<file path="src/hw/rtl/tps_pkg.sv">
// shared types and constants of the task priority sorter
package tps_pkg;

   localparam int MAX_TASKS_DEF  = 64;
   localparam int VALUE_BITS_DEF = 32;
   localparam int FRAC_BITS      = 14;
   localparam int KF_BITS        = 15;
   localparam int FIELD_BITS     = 32;
   localparam int LVL_BITS       = 6;
   localparam int CSR_IDX_BITS   = 1;
   localparam int CSR_DATA_BITS  = 15;
   localparam int FIFO_DEPTH     = 4;

   typedef enum logic [CSR_IDX_BITS-1:0] {
      CSR_KEY_MODE = 1'b0,
      CSR_K_FACTOR = 1'b1
   } csr_idx_type;

   typedef struct packed {
      logic [FIELD_BITS-1:0] wcet;
      logic [FIELD_BITS-1:0] deadline;
      logic                  last_task;
   } req_type;

   typedef struct packed {
      logic [LVL_BITS-1:0] priority_level;
      logic [LVL_BITS-1:0] task_index;
      logic                last_level;
   } rsp_type;

   typedef enum logic [2:0] {
      ST_LOAD,
      ST_RANK_RD,
      ST_RANK_CMP,
      ST_EMIT_RD,
      ST_EMIT_WAIT,
      ST_EMIT
   } back_state_type;

endpackage

</file>
<file path="src/hw/rtl/tps_front.sv">
// front end: masks fields, forms the key and queues keyed tasks
module tps_front import tps_pkg::*; #(
   parameter int VALUE_BITS = VALUE_BITS_DEF,
   parameter int KEY_BITS   = VALUE_BITS + FRAC_BITS + 5
) (
   input  logic                clock,
   input  logic                reset,
   input  logic                req_push,
   output logic                req_full,
   input  req_type             req_data,
   input  logic [1:0]          key_mode,
   input  logic [KF_BITS-1:0]  k_factor,
   output logic                q_valid,
   input  logic                q_pop,
   output logic [KEY_BITS-1:0] q_key,
   output logic                q_last
);
   localparam int PROD_BITS = VALUE_BITS + KF_BITS;
   localparam int PTR_BITS  = $clog2(FIFO_DEPTH);

   // stage 1: multiply
   logic                  s1_valid_ff, s1_valid_in;
   logic [VALUE_BITS-1:0] s1_d_ff, s1_c_ff;
   logic [PROD_BITS-1:0]  s1_prod_ff;
   logic [1:0]            s1_mode_ff;
   logic                  s1_last_ff;
   logic [KEY_BITS-1:0]   key_c;

   logic [KEY_BITS:0]     fifo_key_ff [FIFO_DEPTH];
   logic [PTR_BITS-1:0]   wr_ptr_ff, wr_ptr_in, rd_ptr_ff, rd_ptr_in;
   logic [PTR_BITS:0]     cnt_ff, cnt_in;
   logic                  push_acc, fifo_wr;

   // leave room for the multiply stage beat still in flight
   assign req_full    = (cnt_ff + {{PTR_BITS{1'b0}}, s1_valid_ff}) >=
                        (PTR_BITS+1)'(FIFO_DEPTH);
   assign push_acc    = req_push && !req_full;
   assign s1_valid_in = push_acc;

   always_ff @(posedge clock) begin
      if (reset) begin
         s1_valid_ff <= 1'b0;
      end else begin
         s1_valid_ff <= s1_valid_in;
      end
      s1_d_ff    <= VALUE_BITS'(req_data.deadline);
      s1_c_ff    <= VALUE_BITS'(req_data.wcet);
      s1_prod_ff <= PROD_BITS'(k_factor) * PROD_BITS'(VALUE_BITS'(req_data.wcet));
      s1_mode_ff <= key_mode;
      s1_last_ff <= req_data.last_task;
   end

   // key offset so that unsigned order equals signed order
   always_comb begin
      logic [KEY_BITS-1:0] base, sub;
      base = KEY_BITS'(s1_d_ff) << FRAC_BITS;
      sub  = '0;
      if (s1_mode_ff[1]) begin
         sub = KEY_BITS'(s1_prod_ff);
      end else if (s1_mode_ff[0]) begin
         sub = KEY_BITS'(s1_c_ff) << FRAC_BITS;
      end
      key_c = (base - sub) ^ {1'b1, {(KEY_BITS-1){1'b0}}};
   end

   assign fifo_wr   = s1_valid_ff;
   assign wr_ptr_in = wr_ptr_ff + PTR_BITS'(fifo_wr);
   assign rd_ptr_in = rd_ptr_ff + PTR_BITS'(q_pop && q_valid);
   assign cnt_in    = cnt_ff + (PTR_BITS+1)'(fifo_wr) - (PTR_BITS+1)'(q_pop && q_valid);

   always_ff @(posedge clock) begin
      if (reset) begin
         wr_ptr_ff <= '0;
         rd_ptr_ff <= '0;
         cnt_ff    <= '0;
      end else begin
         wr_ptr_ff <= wr_ptr_in;
         rd_ptr_ff <= rd_ptr_in;
         cnt_ff    <= cnt_in;
      end
      if (fifo_wr) begin
         fifo_key_ff[wr_ptr_ff] <= {s1_last_ff, key_c};
      end
   end

   assign q_valid = cnt_ff != '0;
   assign q_key   = fifo_key_ff[rd_ptr_ff][KEY_BITS-1:0];
   assign q_last  = fifo_key_ff[rd_ptr_ff][KEY_BITS];

`ifndef SYNTHESIS
   a_no_overflow: assert property (@(posedge clock) disable iff (reset)
      cnt_ff <= (PTR_BITS+1)'(FIFO_DEPTH)) else $error("key queue overflow");
   a_no_underflow: assert property (@(posedge clock) disable iff (reset)
      (cnt_ff == '0) |-> !(q_pop && q_valid)) else $error("key queue underflow");
   a_push_lands: assert property (@(posedge clock) disable iff (reset)
      push_acc |=> s1_valid_ff) else $error("accepted beat lost");
`endif
endmodule

</file>
<file path="config.mk">
export PLATFORM = sky130hd
export DESIGN_NAME = tps_front
export DESIGN_NICKNAME = d
export VERILOG_FILES = /design/src/hw/rtl/tps_pkg.sv /design/src/hw/rtl/tps_front.sv
export SDC_FILE = /design/constraint.sdc
export NUM_CORES = 1
export LEC_CHECK = 0
export ABC_AREA = 1
export CORE_UTILIZATION = 35
export CTS_BUF_LIST = sky130_fd_sc_hd__clkbuf_16
export CTS_CLUSTER_SIZE = 30
export DETAILED_ROUTE_END_ITERATION = 10
export DONT_BUFFER_PORTS = 1
export SLEW_MARGIN = 20
export SYNTH_ARGS = -nofsm -noshare
export SYNTH_HDL_FRONTEND = slang
export SYNTH_SLANG_ARGS = --single-unit
</file>
<file path="constraint.sdc">
create_clock -name clock -period 12.8 [get_ports clock]
set_input_delay 2.56 -clock clock [delete_from_list [all_inputs] [get_ports clock]]
set_output_delay 2.56 -clock clock [all_outputs]
set_load 0.02 [all_outputs]
</file>
# == After elaboration in Yosys (flattened, before gate mapping) ==
# Memory sizes are Yosys's and may differ from the RTL's. A register that Yosys moved wholly into a read port is not among the register bits.
# Cells that the tools add are included.
# classes
n_bitwise,1
mux,5
n_lt_le_gt_ge,1
n_addsub,5
n_reduce_logical,4
multipliers,1
# ops
operator,count
$mux W51,1
$sub A46 B51 Y51,1
$mul A15 B32 Y47,1
$mux W46,1
$add A2 B1 Y2,2
$add A3 B1 Y3,1
$ge A3 B3 Y1 const B,1
$reduce_bool A3 Y1,1
$sub A3 B1 Y3,1
$logic_and A1 B1 Y1,2
$mux W1,2
$mux W2,1
$logic_not A1 Y1,1
$not A1 Y1,1
# totals
out_inout_bits,54
regBits,122
n_memories,1
inputBits,86
mem_bits_rw,208
# mem_list
memory,depth,word_bits,read_ports,rd_clocked_by_memory_dff,write_ports,line,source
fifo_key_ff,4,52,1,1,1,tps_front.sv:29,logic [KEY_BITS:0] fifo_key_ff [FIFO_DEPTH];

# == Depth between registers and ports, before layout ==
# Gate-level depths: netlist of run 1.
# depth
word_depth,4
depth_mapped,28
ltp_nobuf,27

# == Worst setup path before layout of run 1 ==
# No wires, ideal clock.
# synth_timing
kind,input to register
start,in k_factor[0]
end,reg s1_prod_ff[42]
setup_slack_ps,5456
setup_time_ps,112
path_stages,25
arrival_time_ps,7231
path_cell_list,clkbuf_1 > nand2_1 > inv_1 > fa_1 > inv_1 > fa_1 > inv_1 > fa_1 > inv_1 > fa_1 > inv_1 > fa_1 > inv_1 > fa_1 > inv_1 > ha_1 > nand2_1 > nor2_1 > nand2_1 > nor2_1 > nand2_1 > nand3_1 > nand2_1 > nand3_1 > nand2_1
# synth_via
elab_chain_cells,1
# synth_lines
item,line,source
from (decl),tps_front.sv:12,"input logic [KF_BITS-1:0] k_factor,"
$mul A15 B32 Y47,tps_front.sv:48,s1_prod_ff <= PROD_BITS'(k_factor) * PROD_BITS'(VALUE_BITS'(req_data.wcet));
to (signal assigned),tps_front.sv:48,
to (decl),tps_front.sv:24,logic [PROD_BITS-1:0] s1_prod_ff;
# Every way passes these cells.
# A chain may end at the register's enable or synchronous reset.

# == Worst setup path in the final report of run 1 ==
# layout_timing
start,in k_factor[0]
end,reg s1_prod_ff[34]
# Same word-level chain as after synthesis.

==> reports/metrics.yaml, run 1 <==
cts_setup_buffers: 0
dp_hpwl_um: 63590
worstHoldStart: "s1_last_ff$_DFF_P_"
io_buffers: 0
synth_edf_count: 208
routedWlPerCell_um: 16.71
clock_path_buffers: 3
yosys_warnings: 0
nets: 4349
slowest_delay_ns: 0.53
htreeDepth: 2
grt_overflow: 0
root_buffer: "clkbuf_16"
grt_pass1_wl_um: 130700
fp-row-count: 107
vias_per_cell: 4.740
synth_seq_cells: 330
setup_viol: 0
whs_ns: 0.4809
die_w_um: 297.2
drt_first_pass_iters: 5
async_flop_share_pct: 0
ios: 140
cp_num_buf_inv: 7
arrival_ns: 7.40
drt_iter0_drc: 1622
hold_path.class: "register to register"
path_cells: "nand2_1 -> inv_1 -> fa_1 -> inv_1 -> fa_1 -> inv_1 -> fa_1 -> inv_1 -> fa_1 -> inv_1 -> fa_1 -> inv_1 -> fa_1 -> inv_1 -> ha_1 -> nand2_1 -> nor2_1 -> nand2_1 -> nor2_1 -> nand2_1 -> nand3_1 -> nand2_1 -> nand3_1 -> nand2_1"
cpMaxStageDelayCell: "fa_1"
ctsResizeCount: 0
clock_latency_ns: 0.55
worstSetupPathType: "primary input to register"
rsz0062_at_grt: "false"
skew_ns: 0.02565
maxSlewViolCount: 0
antenna_found_initial: 20
grt_pass1_vias: 23569
cts_buffers: 36
area_growth_pct: 7.435
max_clock_freq_ghz: 0.1435
crit_required_ns: 13.23
stdcell_area_um2: 32780
core-area_um2: 85820
ys_seq_area_share_pct: 28.48
postCtsHoldBufs: 0
dieHeight_um: 297.2
maxCapViolCount: 0
syn_nets: 4419
synth.distinct_cells: 37
slew_headroom_pct: 45.52
synth_area_um2: 30510
cts_num_sinks: 330
initial_utilization_pct: 35.55
vias: 23239
fin_tns_setup_ns: 0
hold_viol: 0
postRouteAntennaNets: 0
rr_startpoint: "s1_mode_ff[1]$_DFF_P_"
crit_fanout: 32
wirelength_um: 81930
drive_above_1_share_pct: 3.118
drc: 0
syn_area_per_cell_um2: 8.039
status: "finished, final reports clean"
start_kind: "primary input"
placed_area_um2: 31590
period_needed_ns: 6.969
cts_tree: "yes"
critical-path-top-delay-family: "adder cells"
gp_congestion: 0.9410
die_area_um2: 88350
cp-startpoint: "k_factor[0]"
grt_max_degree: 63
cts.clk_slew.worst_paths_ns: 0.06
end_kind: "register"
ys.flop_type: "edfxtp_1"
crit_path_frequent_cell: "inv_1"
globalRouteTotalUtil_pct: 18.84
syn_inst: 3795
tightest_slew_ns: 0.8172
fin_crit_sh_pct: 54.45
## layout make-up
| cell class | instances | area [um^2] |
|---|---|---|
| Fill cell | 8817 | 53040 |
| Multi-Input combinational cell | 2391 | 17800 |
| Sequential cell | 330 | 8691 |
| Inverter | 955 | 3585 |
| Tap cell | 1144 | 1431 |
| Clock buffer | 36 | 900.9 |
| Clock inverter | 30 | 269.0 |
| Timing Repair Buffer | 11 | 82.58 |
| Antenna cell | 6 | 15.01 |
## synthesized netlist by cell type (all sizes together) (32+ instances only)
cell | n | area share, %
a21oi | 62 | 1.0
inv | 955 | 12
nand3 | 73 | 1.3
nor2 | 286 | 3.7
fa | 388 | 25
ha | 150 | 6.2
clkbuf | 117 | 1.4
edfxtp | 208 | 20
dfxtp | 122 | 8.0
a22oi | 32 | 0.79
o22ai | 53 | 1.1
xor2 | 38 | 1.1
nand2 | 1122 | 14
o21ai | 118 | 1.9
## cell usage in the layout, fill, tap and decap left out, types with 32 or more instances in the layout
cell type	count
nand3_1	69
clkbuf_16	36
a21oi_1	62
a22oi_1	32
ha_1	150
nand2_1	1100
xor2_1	38
fa_1	388
nor2_1	271
o22ai_1	53
edfxtp_1	208
inv_1	958
o21ai_0	116
dfxtp_1	120
## sequential cells by signal, indices dropped and copies added, names as in the netlist
register,count
fifo_wr,1
s1_mode_ff,2
fifo_key_ff,208
s1_d_ff,32
wr_ptr_ff,2
cnt_ff,3
s1_last_ff,1
s1_c_ff,32
rd_ptr_ff,2
s1_prod_ff,47
## metrics by stage
step | cells | setup slack, ns | util (%)
floorplan | 3795 | 5.456 | -
global placement | 4831 | 5.320 | 36.81
detailed placement | 4831 | 5.285 | 36.81
CTS | 4897 | 5.860 | 38.18
global route | 4897 | 5.461 | 38.18
finish | 4903 | 5.831 | 38.19
## cells by family after synthesis
logic type	after synthesis	share of synthesized area [%]
AOI/OAI and AO/OA	282	5.241
xor gates and xnor gates	58	1.665
adders and majority gates	538	31.61
buffers and inverters	1074	13.24
DFF	330	28.48
and+or+nand+nor	1513	19.76
## per-layer routing
| layer | up-vias | GRT usage (%) | routed length [um] |
|---|---|---|---|
| met4 | 2 | 3.633 | 1622 |
| met2 | 723 | 31.26 | 37830 |
| met5 | - | 0 | 20 |
| met1 | 11279 | 26.21 | 36480 |
| li1 | 11100 | - | - |
| met3 | 135 | 2.680 | 5974 |
## final timing paths
check / slack [ns] / to / depth (start not counted)
worst max-delay path: 5.83 / s1_prod_ff[34]$_DFF_P_ / 24
worst min-delay path: 0.48 / fifo_key_ff[1][51]$_DFFE_PP_ / 0
worst max register to register: 9.12 / fifo_key_ff[0][36]$_DFFE_PP_ / 14
worst min register to register: 0.48 / fifo_key_ff[1][51]$_DFFE_PP_ / 0
Power of run 1 is left out: the tool's default activity adds up to more than one toggle a clock period on the data nets, which glitch-free logic cannot reach.
==> run 2, diff against run 1 <==
clock period = 6.9 ns   (was 12.8 ns; I/O delays follow)
==> run 2 against run 1 <==
Compared with the run above:
- the flow now finishes with violations (DRC)
- routed wire length increased by 0.97%
- critical path type unchanged
- clock-buffer cell count down 1
- first-iteration DRC count fell by 1.8%
- final area barely moved
- via count barely moved
- global-route usage about the same
- clock skew decreased by 0.0055 ns
- critical endpoint is now s1_prod_ff[23]$_DFF_P_
- register-to-register slack got worse by 6.3 ns
- flip-flop and latch count did not move
==> reports/metrics.yaml, run 2 (synthesis gave the netlist of run 1 again) <==
place_inst: 4832
cts_buffers: 35
stdcell_area_um2: 32800
routedWlPerCell_um: 16.89
placed_area_um2: 31600
tightest_slew_ns: 0.9175
core-area_um2: 85820
status: "finished with violations"
final_cell_mix: "1100 x nand2_1, 955 x inv_1, 388 x fa_1"
regMostFlops: "fifo_key_ff"
largest_reg_flops: 208
worstSetupPathType: "primary input to register"
layout_commonest_cell: "nand2_1"
highest_layer: "met4"
period_needed_ns: 5.806
grt_overflow: 0
crit_required_ns: 7.33
wirelength_um: 82720
violations: "DRC"
die_w_um: 297.2
dp_hpwl_um: 64160
fin_tns_setup_ns: 0
vias_per_cell: 4.744
drc: 2
postCtsHoldBufs: 0
hold_path.class: "register to register"
nets: 4349
rsz0062_at_grt: "false"
dr_wl_met2_um: 38560
maxCapViolCount: 0
end_kind: "register"
htreeDepth: 2
fin_crit_sh_pct: 84.14
hold_viol: 0
cts_tree: "yes"
start_kind: "primary input"
seqCellArea_um2: 8691
reg_top3: "fifo_key_ff (208), s1_prod_ff (47)"
grt_pass1_vias: 23645
die_area_um2: 88350
drt_first_pass_iters: 11
fp-row-count: 107
initial_utilization_pct: 35.55
postRouteAntennaNets: 0
cts_setup_buffers: 0
grt_max_degree: 70
gp_congestion: 0.9333
arrival_ns: 6.24
slew_headroom_pct: 38.83
dieHeight_um: 297.2
clock_path_buffers: 3
area_growth_pct: 7.497
maxSlewViolCount: 0
grt_pass1_wl_um: 130900
drt_iter0_drc: 1593
cts_num_sinks: 330
max_clock_freq_ghz: 0.1722
antenna_found_initial: 20
multi_input_area_um2: 17800
ios: 140
instances_no_fill: 4897
io_buffers: 0
cts.clk_slew.worst_paths_ns: 0.07
clock_latency_ns: 0.55
crit_fanout: 32
setup_viol: 0
skew_ns: 0.02020
wl_met3_um: 5237
wl_met1_um: 37230
r2r_setup_slack_ns: 2.85
drive_above_1_share_pct: 3.200
root_buffer: "clkbuf_16"
fill_cells: 8808
ctsResizeCount: 0
globalRouteTotalUtil_pct: 18.88
vias: 23233
run 2: final timing paths:
kind                          from                            to  depth (start not counted)
max                    k_factor[0]        s1_prod_ff[23]$_DFF_P_                         20
min             s1_last_ff$_DFF_P_  fifo_key_ff[0][51]$_DFFE_PP_                          0
max reg2reg  s1_mode_ff[1]$_DFF_P_  fifo_key_ff[2][36]$_DFFE_PP_                         14
min reg2reg     s1_last_ff$_DFF_P_  fifo_key_ff[0][51]$_DFFE_PP_                          0
run 2: layout make-up:
type / instances / area share [%]
Multi-Input combinational cell: 2391 / 54.28
Antenna cell: 3 / 0.02289
Tap cell: 1144 / 4.365
Clock buffer: 35 / 2.671
Sequential cell: 330 / 26.50
Inverter: 955 / 10.93
Timing Repair Buffer: 12 / 0.2747
Clock inverter: 27 / 0.9500
run 2: metrics by stage:
step / worst slack [ns] / hold slack [ns] / utilization, %
global placement: 0.5887 / 0.4637 / 36.82
CTS: 1.183 / 0.5016 / 38.21
detailed placement: 0.6065 / 0.4791 / 36.82
global route: 0.7986 / 0.5230 / 38.21
finish: 1.094 / 0.4996 / 38.22
floorplan: 0.7365 / 0.4383 / -
run 2: critical path: stages:
cell,delay (ns)
nand2_1,0.05
inv_1,0.05
fa_1,0.53
inv_1,0.07
fa_1,0.53
inv_1,0.05
fa_1,0.48
fa_1,0.50
fa_1,0.50
inv_1,0.05
fa_1,0.49
inv_1,0.06
ha_1,0.40
nand2_1,0.13
nor2_1,0.24
nand2_1,0.09
inv_1,0.08
nand4_1,0.08
nand3_1,0.21
xor2_1,0.26
run 2: routing by layer:
metal	vias up	track usage [%]
met5	-	0
met4	0	4.185
met3	129	2.571
met2	727	31.48
met1	11266	26.00
li1	11111	-
Power of run 2 is left out for the same reason.
