### src/hw/rtl/tps_pkg.sv
// shared types and constants of the task priority sorter
package tps_pkg;

   localparam int MAX_TASKS_DEF  = 64;
   localparam int VALUE_BITS_DEF = 32;
   localparam int FRAC_BITS      = 14;
   localparam int KF_BITS        = 15;
   localparam int FIELD_BITS     = 32;
   localparam int LVL_BITS       = 6;
   localparam int CSR_IDX_BITS   = 1;
   localparam int CSR_DATA_BITS  = 15;
   localparam int FIFO_DEPTH     = 4;

   typedef enum logic [CSR_IDX_BITS-1:0] {
      CSR_KEY_MODE = 1'b0,
      CSR_K_FACTOR = 1'b1
   } csr_idx_type;

   typedef struct packed {
      logic [FIELD_BITS-1:0] wcet;
      logic [FIELD_BITS-1:0] deadline;
      logic                  last_task;
   } req_type;

   typedef struct packed {
      logic [LVL_BITS-1:0] priority_level;
      logic [LVL_BITS-1:0] task_index;
      logic                last_level;
   } rsp_type;

   typedef enum logic [2:0] {
      ST_LOAD,
      ST_RANK_RD,
      ST_RANK_CMP,
      ST_EMIT_RD,
      ST_EMIT_WAIT,
      ST_EMIT
   } back_state_type;

endpackage

### src/hw/rtl/tps_ram.sv
// generic single-port-write ram with registered read
module tps_ram #(
   parameter int WIDTH = 8,
   parameter int DEPTH = 64
) (
   input  logic                     clock,
   input  logic                     wr_en,
   input  logic [$clog2(DEPTH)-1:0] wr_addr,
   input  logic [WIDTH-1:0]         wr_data,
   input  logic [$clog2(DEPTH)-1:0] rd_addr,
   output logic [WIDTH-1:0]         rd_data
);
   logic [WIDTH-1:0] mem_ff [DEPTH];
   logic [WIDTH-1:0] rd_data_ff;

   always_ff @(posedge clock) begin
      if (wr_en) begin
         mem_ff[wr_addr] <= wr_data;
      end
      rd_data_ff <= mem_ff[rd_addr];
   end
   assign rd_data = rd_data_ff;
endmodule

### src/hw/rtl/tps_back.sv
// back end: stores keys, ranks each task by a serial count and emits levels
module tps_back import tps_pkg::*; #(
   parameter int MAX_TASKS = MAX_TASKS_DEF,
   parameter int KEY_BITS  = VALUE_BITS_DEF + FRAC_BITS + 5
) (
   input  logic                clock,
   input  logic                reset,
   input  logic                q_valid,
   output logic                q_pop,
   input  logic [KEY_BITS-1:0] q_key,
   input  logic                q_last,
   output logic                rsp_empty,
   input  logic                rsp_pop,
   output rsp_type             rsp_data,
   output logic                busy
);
   localparam int IDX_BITS = $clog2(MAX_TASKS);
   localparam int CNT_BITS = $clog2(MAX_TASKS + 1);

   back_state_type        st_ff, st_in;
   logic [CNT_BITS-1:0]   cnt_ff, cnt_in;
   logic [CNT_BITS-1:0]   i_ff, i_in, j_ff, j_in;
   logic [IDX_BITS-1:0]   rank_ff, rank_in;
   logic [KEY_BITS-1:0]   key_i_ff, key_i_in;
   logic                  out_v_ff, out_v_in;
   rsp_type               out_ff, out_in;

   logic                  kw_en, ow_en;
   logic [IDX_BITS-1:0]   kw_addr, k_raddr, o_raddr;
   logic [KEY_BITS-1:0]   k_rdata;
   logic [IDX_BITS-1:0]   o_rdata;
   logic                  ahead;
   logic                  take;

   tps_ram #(.WIDTH(KEY_BITS), .DEPTH(MAX_TASKS)) u_key_ram (
      .clock(clock), .wr_en(kw_en), .wr_addr(kw_addr), .wr_data(q_key),
      .rd_addr(k_raddr), .rd_data(k_rdata));

   // the rank written includes the compare of the final key
   tps_ram #(.WIDTH(IDX_BITS), .DEPTH(MAX_TASKS)) u_order_ram (
      .clock(clock), .wr_en(ow_en), .wr_addr(rank_in),
      .wr_data(i_ff[IDX_BITS-1:0]), .rd_addr(o_raddr), .rd_data(o_rdata));

   assign take = q_valid && (st_ff == ST_LOAD);
   // rdata of key ram holds key j read in the previous cycle (j_ff - 1)
   assign ahead = (k_rdata < key_i_ff) ||
                  ((k_rdata == key_i_ff) && ((j_ff - 1'b1) < i_ff));

   // next state
   always_comb begin
      st_in = st_ff;
      case (st_ff)
         ST_LOAD:      if (take && q_last) st_in = ST_RANK_RD;
         ST_RANK_RD:   st_in = ST_RANK_CMP;
         ST_RANK_CMP:  if (j_ff == cnt_ff) begin
                          st_in = (i_ff + 1'b1 == cnt_ff) ? ST_EMIT_RD : ST_RANK_RD;
                       end
         ST_EMIT_RD:   st_in = ST_EMIT_WAIT;
         ST_EMIT_WAIT: st_in = ST_EMIT;
         ST_EMIT:      if (!out_v_ff || rsp_pop) begin
                          st_in = (i_ff + 1'b1 == cnt_ff) ? ST_LOAD : ST_EMIT_RD;
                       end
         default:      st_in = ST_LOAD;
      endcase
   end

   // outputs and datapath
   always_comb begin
      cnt_in   = cnt_ff;
      i_in     = i_ff;
      j_in     = j_ff;
      rank_in  = rank_ff;
      key_i_in = key_i_ff;
      out_v_in = out_v_ff && !rsp_pop;
      out_in   = out_ff;
      q_pop    = 1'b0;
      kw_en    = 1'b0;
      kw_addr  = cnt_ff[IDX_BITS-1:0];
      k_raddr  = i_ff[IDX_BITS-1:0];
      ow_en    = 1'b0;
      o_raddr  = i_ff[IDX_BITS-1:0];
      case (st_ff)
         ST_LOAD: begin
            q_pop = take;
            if (take) begin
               // a full set drops the beat but still honors last_task
               if (cnt_ff < CNT_BITS'(MAX_TASKS)) begin
                  kw_en  = 1'b1;
                  cnt_in = cnt_ff + 1'b1;
               end
               i_in = '0;
            end
         end
         ST_RANK_RD: begin
            // i-th key arrives next cycle; start j at 0
            k_raddr = i_ff[IDX_BITS-1:0];
            j_in    = '0;
            rank_in = '0;
         end
         ST_RANK_CMP: begin
            if (j_ff == '0) begin
               key_i_in = k_rdata;
            end else if (ahead) begin
               rank_in = rank_ff + 1'b1;
            end
            k_raddr = j_ff[IDX_BITS-1:0];
            j_in    = j_ff + 1'b1;
            if (j_ff == cnt_ff) begin
               ow_en = 1'b1;
               if (ahead && j_ff != '0) begin
                  rank_in = rank_ff + 1'b1;
               end
               i_in = i_ff + 1'b1;
               if (i_ff + 1'b1 == cnt_ff) begin
                  i_in = '0;
               end
            end
         end
         ST_EMIT: begin
            if (!out_v_ff || rsp_pop) begin
               out_v_in = 1'b1;
               out_in.priority_level = LVL_BITS'(i_ff);
               out_in.task_index     = LVL_BITS'(o_rdata);
               out_in.last_level     = (i_ff + 1'b1 == cnt_ff);
               i_in = i_ff + 1'b1;
               if (i_ff + 1'b1 == cnt_ff) begin
                  cnt_in = '0;
               end
            end
         end
         default: ;
      endcase
   end

   always_ff @(posedge clock) begin
      if (reset) begin
         st_ff    <= ST_LOAD;
         cnt_ff   <= '0;
         out_v_ff <= 1'b0;
      end else begin
         st_ff    <= st_in;
         cnt_ff   <= cnt_in;
         out_v_ff <= out_v_in;
      end
      i_ff     <= i_in;
      j_ff     <= j_in;
      rank_ff  <= rank_in;
      key_i_ff <= key_i_in;
      out_ff   <= out_in;
   end

   assign rsp_empty = !out_v_ff;
   assign rsp_data  = out_ff;
   assign busy      = (st_ff != ST_LOAD) || out_v_ff;

`ifndef SYNTHESIS
   a_cnt_range: assert property (@(posedge clock) disable iff (reset)
      cnt_ff <= CNT_BITS'(MAX_TASKS)) else $error("task count out of range");
   a_hold_out: assert property (@(posedge clock) disable iff (reset)
      (out_v_ff && !rsp_pop) |=> (out_v_ff && $stable(out_ff)))
      else $error("result beat changed while stalled");
   a_pop_only_load: assert property (@(posedge clock) disable iff (reset)
      q_pop |-> st_ff == ST_LOAD) else $error("queue popped while sorting");
   a_last_resets: assert property (@(posedge clock) disable iff (reset)
      (st_ff == ST_EMIT && st_in == ST_LOAD) |=> cnt_ff == '0)
      else $error("set not cleared after last level");
`endif
endmodule

### config.mk
export PLATFORM = sky130hd
export DESIGN_NAME = tps_back
export DESIGN_NICKNAME = d
export VERILOG_FILES = /design/src/hw/rtl/tps_pkg.sv /design/src/hw/rtl/tps_ram.sv /design/src/hw/rtl/tps_back.sv
export SDC_FILE = /design/constraint.sdc
export NUM_CORES = 2
export LEC_CHECK = 0
export ABC_CLOCK_PERIOD_IN_PS = 20700
export BUFFER_PORTS_ARGS = -buffer_cell sky130_fd_sc_hd__buf_2
export CAP_MARGIN = 20
export CORE_AREA = 2 2 602 544
export CTS_BUF_LIST = sky130_fd_sc_hd__clkbuf_16
export CTS_CLUSTER_DIAMETER = 80
export DETAILED_ROUTE_END_ITERATION = 8
export DIE_AREA = 0 0 604 546
export HOLD_SLACK_MARGIN = 0.12
export PLACE_DENSITY = 0.71
export SYNTH_ARGS = -nofsm -noshare
export SYNTH_HDL_FRONTEND = slang
export SYNTH_HIERARCHICAL = 1
export SYNTH_SLANG_ARGS = --single-unit
### constraint.sdc
create_clock -name clock -period 20.7 [get_ports clock]
set_input_delay 6.21 -clock clock [delete_from_list [all_inputs] [get_ports clock]]
set_output_delay 6.21 -clock clock [all_outputs]
set_load 0.05 [all_outputs]
# [Word-level counts from Yosys, hierarchy flattened]
# Memories as Yosys holds them, arrays and structs flattened. A register that Yosys moved wholly into a read port is not among the register bits.
# Index checks and enable logic that the tools add are counted.
[word_totals] reg_bits=95 latchBits=0 ram_bits=3648 rom_bits=0 input_bits=56 out_inout_bits=16 wordCells=91 n_memories=2
[memory_table] name="u_key_ram.mem_ff" words=64 word_bits=51 read_ports=1 rd_clocked_by_memory_dff=1 wr=1 line_no="tps_ram.sv:13" text="logic [WIDTH-1:0] mem_ff [DEPTH];"
[memory_table] name="u_order_ram.mem_ff" words=64 word_bits=6 read_ports=1 rd_clocked_by_memory_dff=1 wr=1 line_no="tps_ram.sv:13"
[classes] addsub=5 mul=0 div_mod_pow=0 n_lt_le_gt_ge=3 eq_ne=14 n_shift=0 muxes=35 bitwise=0 reduce_logical=22
[ops] op="$mux 7" n=8
[ops] op="$eq 51x51->1" n=1
[ops] op="$lt 51x51->1" n=1
[ops] op="$mux 6" n=5
[ops] op="$pmux 7 s2" n=2
[ops] op="$add 7x1->7 const B" n=3
[ops] op="$pmux 7 s3" n=1
[ops] op="$pmux 3 s6" n=1
[ops] op="$eq 7x7->1" n=2
[ops] op="$mux 1" n=12
[ops] op="$pmux 6 s2" n=1
[ops] op="$mux 3" n=3
[ops] op="$ne 2x2->1 const B" n=4
[ops] op="$logic_not 7->1" n=1
[ops] op="$lt 7x7->1" n=1
[ops] op="$lt 7x7->1 const B" n=1
[ops] op="$reduce_bool 7->1" n=1
[ops] op="$sub 7x1->7 const B" n=1
[ops] op="$add 6x1->6 const B" n=1
[ops] op="$eq 3x2->1 const B" n=2
[ops] op="$eq 3x3->1 const B" n=2
[ops] op="$reduce_bool 3->1" n=2
[ops] op="$logic_and 1x1->1" n=5
[ops] op="$reduce_and 5->1" n=1
[ops] op="other kinds (10)" n=17

# [Depth between registers and ports, before layout]
[logic_depth] word_depth=9 ltp_mapped=17 depth_no_buf=15

# [Cells and area by module]
# The synthesis kept the hierarchy.
[by_module_without_submodules] mod="tps_ram at u_key_ram" n_inst=1 cells_each=5186 area_per_inst_um2=124619.5 seq_area_each_um2=99035.0
[by_module_without_submodules] mod="tps_ram at u_order_ram" n_inst=1 cells_each=720 area_per_inst_um2=15225.9 seq_area_each_um2=11651.2
[by_module_without_submodules] mod="tps_back" n_inst=1 cells_each=490 area_per_inst_um2=5335.1 seq_area_each_um2=2682.6

# [Worst setup path after synthesis]
# Ideal clock, no wire load.
[synth_timing] path_type="input-to-output" from="in q_valid" to="out q_pop" arrival_time_ns=6.627 t_required_ns=14.490 path_slack_ns=7.863 path_stages=1 n_path_buf=0 cell_sequence="and2_1"
[synth_between] elab_chain_len=2
[synth_rtl] element="from (decl)" line_no="tps_back.sv:8" text="input logic q_valid,"
[synth_rtl] element="$logic_and 1x1->1" line_no="tps_back.sv:44" text="assign take = q_valid && (st_ff == ST_LOAD);"
[synth_rtl] element="$mux 1" line_no="tps_back.sv:82" text="case (st_ff)"
[synth_rtl] element="to (decl)" line_no="tps_back.sv:9" text="output logic q_pop,"
# Every way passes these cells.

# [Worst setup path after layout]
# Ends and elaborated chain as after synthesis.

==> flow_summary_export.csv <==
group,metric,value,unit
timing,totalNegativeSetupSlack,0,ns
placed_design,io_buffers,71,
synthesis,syn_avg_cell_area,22.7,um2
timing,fmax,76.7,MHz
synthesis,synthTopCellsByArea,"edfxtp_1 77%, mux4_2 15%, dfxtp_1 1.0%",
worst_setup_path,worstPathRequired,14.49,ns
power_and_ir_drop,ir_drop,125,uV
global_routing,grt_pass1_vias,69500,
drt,firstDrtPassIters,5,
floorplanning,rows,199,
flow_run,maxCapViolCount,0,
drt,detail-route-antenna-nets,0,
clock_tree,numCtsBuffers,361,
clock_tree,cts_num_sinks,3800,
timing,worst_pin_slew,1.21,ns
global_routing,overflow,0,
global_routing,grt_max_degree,167,
drt,first_iter_violations,10300,
final_layout,finalNetCount,6829,
drt,vias_per_cell,6.18,
clock_tree,cts-htree-levels,5,
synthesis,synth_area,0.145,mm2
worst_setup_path,crit_path_frequent_cell,"buf_2",
placed_design,placed_cell_area,0.151,mm2
placed_design,gp_congestion,0.819,
synthesis,ys.warnings.count,6,
timing,drv_slew,0,
synthesis,synth_cells,6396,
worst_setup_path,worst-path-buf-inv,2,
synthesis,ys_seq_area_frac,0.781,
power_and_ir_drop,powerDensity,134,mW/mm2
final_layout,n_fill_cell,24500,
floorplanning,start_util,0.447,
worst_setup_path,worstSetupStartpointType,"primary input",
floorplanning,die_h,546,um
clock_tree,clock_path_buffers,4,
synthesis,synthTopCellsByCount,"3726 x edfxtp_1, 973 x mux4_2, 256 x nor2_1",
synthesis,yosysTopAreaCell,"edfxtp_1",
global_routing,grtUsageTotal,0.215,
synthesis,synth.most_common_cell,"edfxtp_1",
timing,rsz0062_at_grt,"false",
timing,fin_crit,13.04,ns
timing,finalCritPeriodShare,0.630,
clock_tree,cts_root_buf,"clkbuf_16",
floorplanning,fp.dieArea,0.330,mm2
timing,hold_viol_final,0,
worst_setup_path,worstPathMaxFanout,4,
timing,finalClockSkew,0.104,ns
clock_tree,clk_pin_slew_worst_paths,0.06,ns
timing,slew_headroom,0.193,
timing,setup_viol,0,
final_layout,final_util,0.505,
placed_design,place_hpwl,196,mm
clock_tree,cts_tree,"done",
clock_tree,cts_setup_buffers,0,
final_layout,final_layout_size_suffix_gt1_frac,0.277,
clock_tree,insertion_delay,0.92,ns
final_layout,stdcell_area,0.164,mm2
worst_setup_path,endpoint_kind,"primary output",
worst_setup_path,crit_arrival,6.83,ns
global_routing,grt_pass1_wl,509,mm
final_layout,syn2layout_area_growth,12.9,%
drt,drc,0,
worst_setup_path,slowest_delay,0.30,ns
floorplanning,core,0.324,mm2
floorplanning,io_pins,72,
synthesis,synth_top_area_frac,0.771,
run_status,outcome,"finished, final reports clean",
synthesis,ys.flop_type,"edfxtp_1",
power_and_ir_drop,p_leak,50.9,nW
worst_hold_path,hold_path_class,"register to register",
clock_tree,hold_buffers,0,
synthesis,synth_async_sr_flop_share,0,
worst_setup_path,path_cells,"buf_2, and2_1, buf_2",
global_routing,grt_antenna_before_repair,16,
clock_tree,ctsResizeCount,0,
synthesis,synth_cell_types,72,
synthesis,ys_ff_latch,3800,
drt,routed_wl,359,mm
drt,avgRoutedWirePerCell,31.7,um
worst_setup_path,crit_slowest_cell,"buf_2",
synthesis,syn_nets,6515,
timing,hold_slack,0.405,ns
drt,num_vias,69900,
worst_setup_path,crit_family,"buffers and inverters",
synthesis,synth_edf_count,3726,
worst_setup_path,criticalPathCategory,"primary input to primary output",
floorplanning,dieWidth,604,um
area by class of cell:
cell class	count	area [um2]	area share
Inverter	70	265	0.00162
Sequential cell	3800	113000	0.691
Multi-Input combinational cell	2186	30500	0.186
Timing Repair Buffer	291	2650	0.0162
Antenna cell	1	2.50	0.0000153
Clock inverter	285	2500	0.0153
Clock buffer	371	9280	0.0566
Tap cell	4321	5410	0.0330
through the flow:
stage,worst slack [ns],std cells,total power [W]
floorplan,7.86,6396,0.0133
global placement,7.65,10600,0.0153
detailed placement,7.66,10600,0.0154
CTS,7.65,11300,0.0220
global route,7.61,11300,0.0226
finish,7.66,11300,0.0219
worst register-to-register path: stages (launching register included):
cell     delay [ns]
dfxtp_1        0.48
nor2_1         0.13
nand2_1        0.50
nand2_1        0.21
o21ai_4        0.09
buf_4          0.57
buf_12         0.57
buf_12         0.71
buf_4          0.66
buf_4          0.87
mux4_2         0.63
mux4_2         0.56
o22ai_1        0.63
nor2_1         0.11
power breakdown:
part | switching (W) | internal [W]
sequential | 0.0000985 | 0.00871
combinational | 0.00380 | 0.00271
clock | 0.00281 | 0.00380
total | 0.00670 | 0.0152
kinds of logic (layout without fill, tap and decap cells):
family	Yosys count	after routing	synth area share
AO/OA/AOI/OAI	465	465	0.0207
XOR/XNOR	33	33	0.00228
adder cells (fa/ha/maj)	63	63	0.00543
buffers and inverters	410	1017	0.0130
flip-flops	3800	3800	0.781
multiplexers	1107	1107	0.161
other	0	1	0
AND/OR/NAND/NOR	518	518	0.0163
placed cells by master, fill, tap and decap left out, types with 7 or more instances in the layout:
| cell | count |
|---|---|
| edfxtp_1 | 3726 |
| mux4_2 | 973 |
| clkbuf_16 | 371 |
| nor2_1 | 193 |
| o22ai_1 | 174 |
| buf_4 | 169 |
| inv_1 | 135 |
| a21oi_1 | 104 |
| nand2_1 | 100 |
| clkinv_1 | 80 |
| dfxtp_1 | 74 |
| buf_2 | 72 |
| mux2i_1 | 71 |
| clkinv_2 | 67 |
| nor2_4 | 63 |
| ha_1 | 63 |
| o221ai_1 | 59 |
| mux2_2 | 57 |
| buf_12 | 47 |
| o21ai_0 | 44 |
| bufinv_16 | 44 |
| nand3_1 | 29 |
| xnor2_1 | 20 |
| nor3_1 | 20 |
| a31oi_1 | 19 |
| nor2b_1 | 17 |
| nand4_1 | 16 |
| nand2b_1 | 13 |
| nand3b_1 | 11 |
| xor2_1 | 10 |
| a211oi_1 | 9 |
| clkinvlp_4 | 9 |
| inv_6 | 8 |
| or2_2 | 7 |
| o21ai_1 | 7 |
| or3b_2 | 7 |
| o221a_2 | 7 |
registers in the layout, indices dropped and copies added (netlist names):
register             count
out_v_ff                 1
cnt_ff                   7
st_ff                    3
rsp_data                13
u_order_ram/rd_data      6
j_ff                     7
i_ff                     7
key_i_ff                51
rank_ff                  6
u_key_ram/mem_ff      3264
u_order_ram/mem_ff     384
u_key_ram/rd_data       51
final timing paths:
check                               from               endpoint  slack (ns)  cells after the start
hold / removal    u_order_ram/rd_data[5]            rsp_data[6]        0.40                      0
setup / recovery                 q_valid                  q_pop        7.66                      3
hold reg to reg   u_order_ram/rd_data[5]            rsp_data[6]        0.40                      0
setup reg to reg                st_ff[2]  u_key_ram/rd_data[14]       13.91                     13
layer usage:
layer / part of all wire / global-route usage / up-vias / wire length (um)
li1: - / - / 27800 / -
met1: 0.38 / 0.305 / 37200 / 135000
met2: 0.47 / 0.336 / 4309 / 170000
met3: 0.12 / 0.0493 / 618 / 43400
met4: 0.030 / 0.0602 / 8 / 10700
met5: 0.00012 / 0 / - / 43
Note: power is estimated with default switching activity, not from simulation.
